--- config.mk ---
export PLATFORM = sky130hd
export DESIGN_NAME = ett_unit
export DESIGN_NICKNAME = d
export VERILOG_FILES = /design/src/hw/rtl/ett_pkg.sv /design/src/hw/rtl/ett_unit.sv
export SDC_FILE = /design/constraint.sdc
export NUM_CORES = 1
export LEC_CHECK = 0
export ABC_AREA = 0
export BUFFER_PORTS_ARGS = -buffer_cell sky130_fd_sc_hd__buf_2
export CAP_MARGIN = 25
export CORE_AREA = 2 2 148 150
export DETAILED_ROUTE_END_ITERATION = 8
export DIE_AREA = 0 0 150 152
export GPL_TIMING_DRIVEN = 1
export PLACE_DENSITY = 0.78
export SKIP_LAST_GASP = 1
export SYNTH_ARGS = -nofsm -noshare
export SYNTH_HDL_FRONTEND = slang
export SYNTH_SLANG_ARGS = --single-unit
--- constraint.sdc ---
create_clock -name vclk -period 20.7
set_input_delay 2.07 -clock vclk [all_inputs]
set_output_delay 2.07 -clock vclk [all_outputs]
set_load 0.005 [all_outputs]
--- src/hw/rtl/ett_pkg.sv ---
// Shared types, constants and codes for the event trigger table.
package ett_pkg;

  localparam int unsigned DefNumEntries = 16;

  localparam logic [1:0] ReqTick  = 2'd0;
  localparam logic [1:0] ReqIncr  = 2'd1;
  localparam logic [1:0] ReqWrite = 2'd2;
  localparam logic [1:0] ReqQuery = 2'd3;

  localparam logic [1:0] KindSpatial  = 2'd0;
  localparam logic [1:0] KindTemporal = 2'd1;
  localparam logic [1:0] KindState    = 2'd2;
  localparam logic [1:0] KindCount    = 2'd3;

  localparam logic [1:0] CfgActive  = 2'd0;
  localparam logic [1:0] CfgActions = 2'd1;
  localparam logic [1:0] CfgCond    = 2'd2;
  localparam logic [1:0] CfgSpatial = 2'd3;

  // Static part of one table entry.
  typedef struct packed {
    logic [31:0] id;
    logic [1:0]  kind;
    logic        single_fire;
    logic [15:0] poll_ms;
    logic [31:0] limit;
    logic [31:0] tag;
  } ett_entry_t;

  // Runtime part of one table entry.
  typedef struct packed {
    logic        disabled;
    logic [31:0] elapsed;
    logic [31:0] since_poll;
    logic [31:0] tally;
  } ett_run_t;

  // Settings that steer the shared entry unit.
  typedef struct packed {
    logic [1:0]  req;
    logic [15:0] delta_ms;
    logic [15:0] count_delta;
    logic [31:0] tag;
    logic        cond_bit;
    logic        cond_present;
    logic        spatial_present;
  } ett_ctl_t;

  // Unsigned add that sticks at all ones.
  function automatic logic [31:0] sat_add_u32(input logic [31:0] a, input logic [31:0] b);
    logic [32:0] s;
    s = {1'b0, a} + {1'b0, b};
    return s[32] ? 32'hFFFF_FFFF : s[31:0];
  endfunction

endpackage

--- src/hw/rtl/ett_unit.sv ---
// Shared update unit: computes the new runtime of one entry for a tick or increment.
module ett_unit import ett_pkg::*; (
  input  ett_entry_t entry_i,
  input  ett_run_t   run_i,
  input  ett_ctl_t   ctl_i,
  output ett_run_t   run_o,
  output logic       hit_o
);

  logic [31:0] sp_sum;
  logic        due;
  logic [32:0] tal_sum;
  logic [31:0] el_sum;

  assign sp_sum = sat_add_u32(run_i.since_poll, {16'd0, ctl_i.delta_ms});
  assign due    = (entry_i.poll_ms == 16'd0) || (sp_sum >= {16'd0, entry_i.poll_ms});
  assign el_sum = sat_add_u32(run_i.elapsed, {16'd0, ctl_i.delta_ms});
  assign tal_sum = {run_i.tally[31], run_i.tally} +
                   {{17{ctl_i.count_delta[15]}}, ctl_i.count_delta};

  always_comb begin
    run_o = run_i;
    hit_o = 1'b0;
    if (ctl_i.req == ReqIncr) begin
      // Saturating signed tally update for matching armed count triggers.
      if (!run_i.disabled && entry_i.kind == KindCount && entry_i.tag == ctl_i.tag) begin
        if (tal_sum[32] != tal_sum[31]) begin
          run_o.tally = tal_sum[32] ? 32'h8000_0000 : 32'h7FFF_FFFF;
        end else begin
          run_o.tally = tal_sum[31:0];
        end
      end
    end else if (!run_i.disabled) begin
      case (entry_i.kind)
        KindTemporal: begin
          run_o.elapsed = el_sum;
          hit_o = entry_i.limit[31] || (el_sum >= entry_i.limit);
        end
        KindState, KindSpatial: begin
          if ((entry_i.kind == KindState) ? ctl_i.cond_present : ctl_i.spatial_present) begin
            run_o.since_poll = due ? 32'd0 : sp_sum;
            hit_o = due && ctl_i.cond_bit;
          end
        end
        default: begin
          run_o.since_poll = due ? 32'd0 : sp_sum;
          hit_o = due && ($signed(run_i.tally) >= $signed(entry_i.limit));
        end
      endcase
      // Firing either disarms a one-shot or restarts the timers.
      if (hit_o) begin
        if (entry_i.single_fire) begin
          run_o.disabled = 1'b1;
        end else begin
          run_o.elapsed    = 32'd0;
          run_o.since_poll = 32'd0;
        end
      end
    end
  end

endmodule

After elaboration in Yosys (flattened, before gate mapping)

Cells that the tools add are included.

Flip-flop bits (word level): 0
Output and inout bits: 98
Word-level logic and storage cells: 44

Add/sub/neg operators: 3
Order comparisons: 3
Eq/ne operators: 6
Mux-type cells: 22
Reductions and logical operators: 10

Operator list:

| operator           | number |
|---|---|
| $mux 32            | 9 |
| $mux 65            | 3 |
| $add 32x16->33     | 3 |
| $ge 32x32->1       | 2 |
| $mux 64            | 1 |
| $pmux 32 s2        | 1 |
| $eq 32x32->1       | 1 |
| $ge 32x16->1       | 1 |
| $logic_not 16->1   | 1 |
| $mux 1             | 7 |
| $eq 2x1->1 const B | 2 |
| $eq 2x2->1 const B | 2 |
| $logic_and 1x1->1  | 4 |
| $logic_not 2->1    | 1 |
| $logic_or 1x1->1   | 2 |
| $pmux 1 s2         | 1 |
| $reduce_or 2->1    | 1 |
| $logic_not 1->1    | 1 |
| $ne 1x1->1         | 1 |

Depth between registers and ports, before layout

Depth in word-level cells: 12
Depth in mapped cells: 26

Worst setup path before layout

Ideal clock, no wire load.

Path type: input port to output port
Start: input run_i[64] (netlist bit)
End: output run_o[90] (netlist bit)
Arrival: 7,603 ps
Data required time: 18,630 ps
Path slack: 11,027 ps
Stages on the path: 25
Path buffers: 4
Cell sequence: ha_1 > fa_1 > a211o_1 > o211ai_1 > a221oi_1 > a221oi_1 > o21ai_0 > o41ai_1 > clkbuf_1 > nand2b_1 > clkbuf_1 > nand3_1 > o21a_1 > ha_1 > a21o_1 > a21o_1 > a2111oi_0 > nand2_1 > a2111o_1 > nand3_1 > o21a_1 > clkbuf_1 > clkbuf_1 > o21ai_0 > o21ai_0

RTL lines:

| item            | RTL line      | text |
|---|---|---|
| start, declared | ett_unit.sv:4 | `input ett_run_t run_i,` |
| end, declared   | ett_unit.sv:6 | `output ett_run_t run_o,` |

==> key figures <==
Power
  • Worst vdd ir: 13.6 uV
  • LEAKAGE: ~5.3 nW
  • Pwr dens: about 28 nW/um^2

Worst hold path
  • Worst-case hold path end point: run_o[64]
  • Tightest Hold Check Type: in2out
  • Hold path depth: 4
  • Hold path startpoint: run_i[64]

Timing
  • Final Max Tran Viols: 0
  • Final setup vio count: 0
  • Slew @ Worst Pin: 1.05 ns
  • Fmax: approximately 87 MHz
  • RSZ-0062 raised after global routing: false
  • Final total negative setup slack: 0 ns
  • Tcrit/Tclk final: 0.553
  • Hold Fails Final Rpt: 0
  • Slew HR: 0.300
  • Min Tclk post-route: 11.45 ns

Logic synthesis
  • Post-Synth Simple-Gate Area: 0.273
  • Cell Area, Synth: 7880 um^2
  • Largest family of logic cells by synthesized area: compound AO/OA/AOI/OAI gates
  • Top post-synthesis cells by area: ha_1 23%, xnor2_1 6.6%, o21ai_0 5.9%
  • Syn Nets: 1,608
  • Average size of a mapped cell: 6.68 um^2
  • Synth warnings: 0
  • Synth Instances: 1,180
  • Library cells used by synthesis: 77
  • Post-Synth XOR/XNOR Area: 0.0911
  • Mux contribution to synthesized area: 0.0105
  • Part of the Yosys area used for sequential elements: 0
  • Post-synth top cells: 144 x ha_1, 110 x nand2_1, 104 x nor2_1
  • Post-synth top area share: 0.229
  • Post-synthesis adder-cell area fraction: 0.236
  • Synth Area in Compound Gates: 0.327
  • Area leader, netlist: ha_1
  • Most frequent cell after synthesis: ha_1

Die
  • Die footprint: 22,800 um^2
  • Initial Util: 0.369
  • Core ar.: between 20,000 and 25,000 um^2
  • DIE HEIGHT: 152 um
  • DIE WIDTH: 150 um
  • Row cnt: 54
  • # IOs: 379

Clock tree
  • Postcts setup bufs: 0
  • PostCTS Resize Cnt: 0
  • Hold_buf cts: 0

Layout
  • Net count, final: 1,930
  • Layout cells sized above 1: 0.247
  • P&R area growth vs syn: 25.8%
  • Cell Count, Final, Fillers Out: 1,783
  • Sequential cell count: 0
  • Seq. cell area: 0 um^2
  • # clk buffers: 0

Place
  • Gp weighted congestion: 0.939
  • Port-buffer cells: 347
  • Placed Instances: 1,779
  • Post-DP HPWL: ~26,000 um

Route
  • Pre-antenna DRT Iters: 5
  • First DRT Iteration DRCs: about 430
  • ANT nets after route: 0
  • Vias per cell: 5.66
  • Routed vias: 10,100
  • Routed wire length: 29,900 um
  • WL per Instance: between 15 and 20 um
  • Drt drc: 0

GRT
  • Initial antenna violation count: 2
  • Number of global-route vias before repair: 9,255
  • Pin count of the biggest net entering global routing: 36
  • Tot GR Track Use: 0.244
  • Total gr overflow: 0
  • First-pass GRT wire length: 45,800 um

Worst setup path
  • CP arrival: about 9.4 ns
  • Crit path max fanout: 30
  • CP startpoint kind: input pin
  • CP Capture Type: output pin
  • WP data required: 18.63 ns
  • Critical path startpoint: run_i[64]
  • Critical path type: in2out

Run
  • Max-cap viol count: 0

Outcome
  • Status: finished, final reports clean
==> worst max-delay path, cell delays in order <==
cell,delay (ns)
buf_2,0.11
ha_1,0.23
fa_1,0.45
a211o_1,0.32
o211ai_1,0.15
a221oi_1,0.16
a221oi_1,0.41
o21ai_0,0.22
o41ai_2,0.24
buf_4,0.23
nand2b_1,0.75
nand3_1,0.19
o21a_1,0.16
ha_1,0.28
a21o_1,0.16
a21o_1,0.18
a2111oi_0,0.53
nand2_1,0.20
a2111o_1,0.47
nand3_1,0.18
nor4bb_1,0.10
o22ai_2,0.14
buf_4,0.36
or2_1,0.67
o211a_1,0.27
buf_2,0.12
==> worst max-delay path by stage <==
stage / endpoint / slack (ns) / cells past startpoint
global placement: run_o[37] / 9.38 / 26
finish: run_o[38] / 9.25 / 26
CTS: run_o[38] / 9.22 / 26
global route: run_o[53] / 8.57 / 26
floorplan: run_o[90] / 11.03 / 25
detailed placement: run_o[38] / 9.23 / 26
==> layout by cell type, fill, tap and decap left out, types with 9 or more instances in the layout <==
cell	count
a21oi_1	90
o21a_1	13
nand3_1	34
nor3_1	22
o21ai_0	93
nand2_1	110
a211oi_1	16
nor2b_1	10
inv_1	86
buf_2	347
o21ai_1	9
nor2_1	104
xor2_1	23
nor4_1	15
o21bai_1	9
nand2b_1	18
nand4_1	29
ha_1	144
o211a_1	15
a21o_1	43
and2_1	21
a31oi_1	10
xnor2_1	59
and3_1	31
o211ai_1	9
a22o_1	21
==> cell families (layout without fill, tap and decap cells) <==
kind of cell	after synthesis	after routing
other	0	3
buffers and inverters	122	442
XOR/XNOR	82	82
multiplexers	8	8
adder cells (fa/ha/maj)	147	147
AND/OR/NAND/NOR	432	432
AO/OA/AOI/OAI	389	389
==> report_power, final <==
| part | total [mW] | switching (mW) | internal [mW] | leakage [nW] |
|---|---|---|---|---|
| sequential | 0 | 0 | 0 | 0 |
| combinational | 0.275 | 0.151 | 0.123 | 5.30 |
| clock | 0.0000000194 | 0 | 0.0000000194 | 0.0000190 |
==> metrics by stage <==
stage          cell area (um^2)  setup WS, ns  hold slack, ns  utilization  total power [mW]
2_1_floorplan              7880         11.03            4.22            -             0.178
3_3_place_gp               9880          9.38            4.43        0.463             0.264
3_5_place_dp               9880          9.23            4.43        0.463             0.269
4_1_cts                    9880          9.22            4.43        0.463             0.271
5_1_grt                    9910          8.57            4.45        0.464             0.308
6_report                   9910          9.25            4.44        0.464             0.275
==> final cells by class <==
| cell class | count | area, um^2 |
|---|---|---|
| antenna | 3 | 7.51 |
| multi-input combinational | 1058 | 7410 |
| inverter | 86 | 323 |
| timing repair buffer | 356 | 1820 |
| fill | 2234 | 11400 |
| tap | 280 | 350 |
==> per-layer routing <==
layer | part of all wire | global-route usage
met1 | 0.43 | 0.310
met2 | 0.49 | 0.449
met3 | 0.069 | 0.0183
met4 | 0.016 | 0.0413
met5 | 0 | 0
No activity file was read; power rests on OpenSTA's default activity.
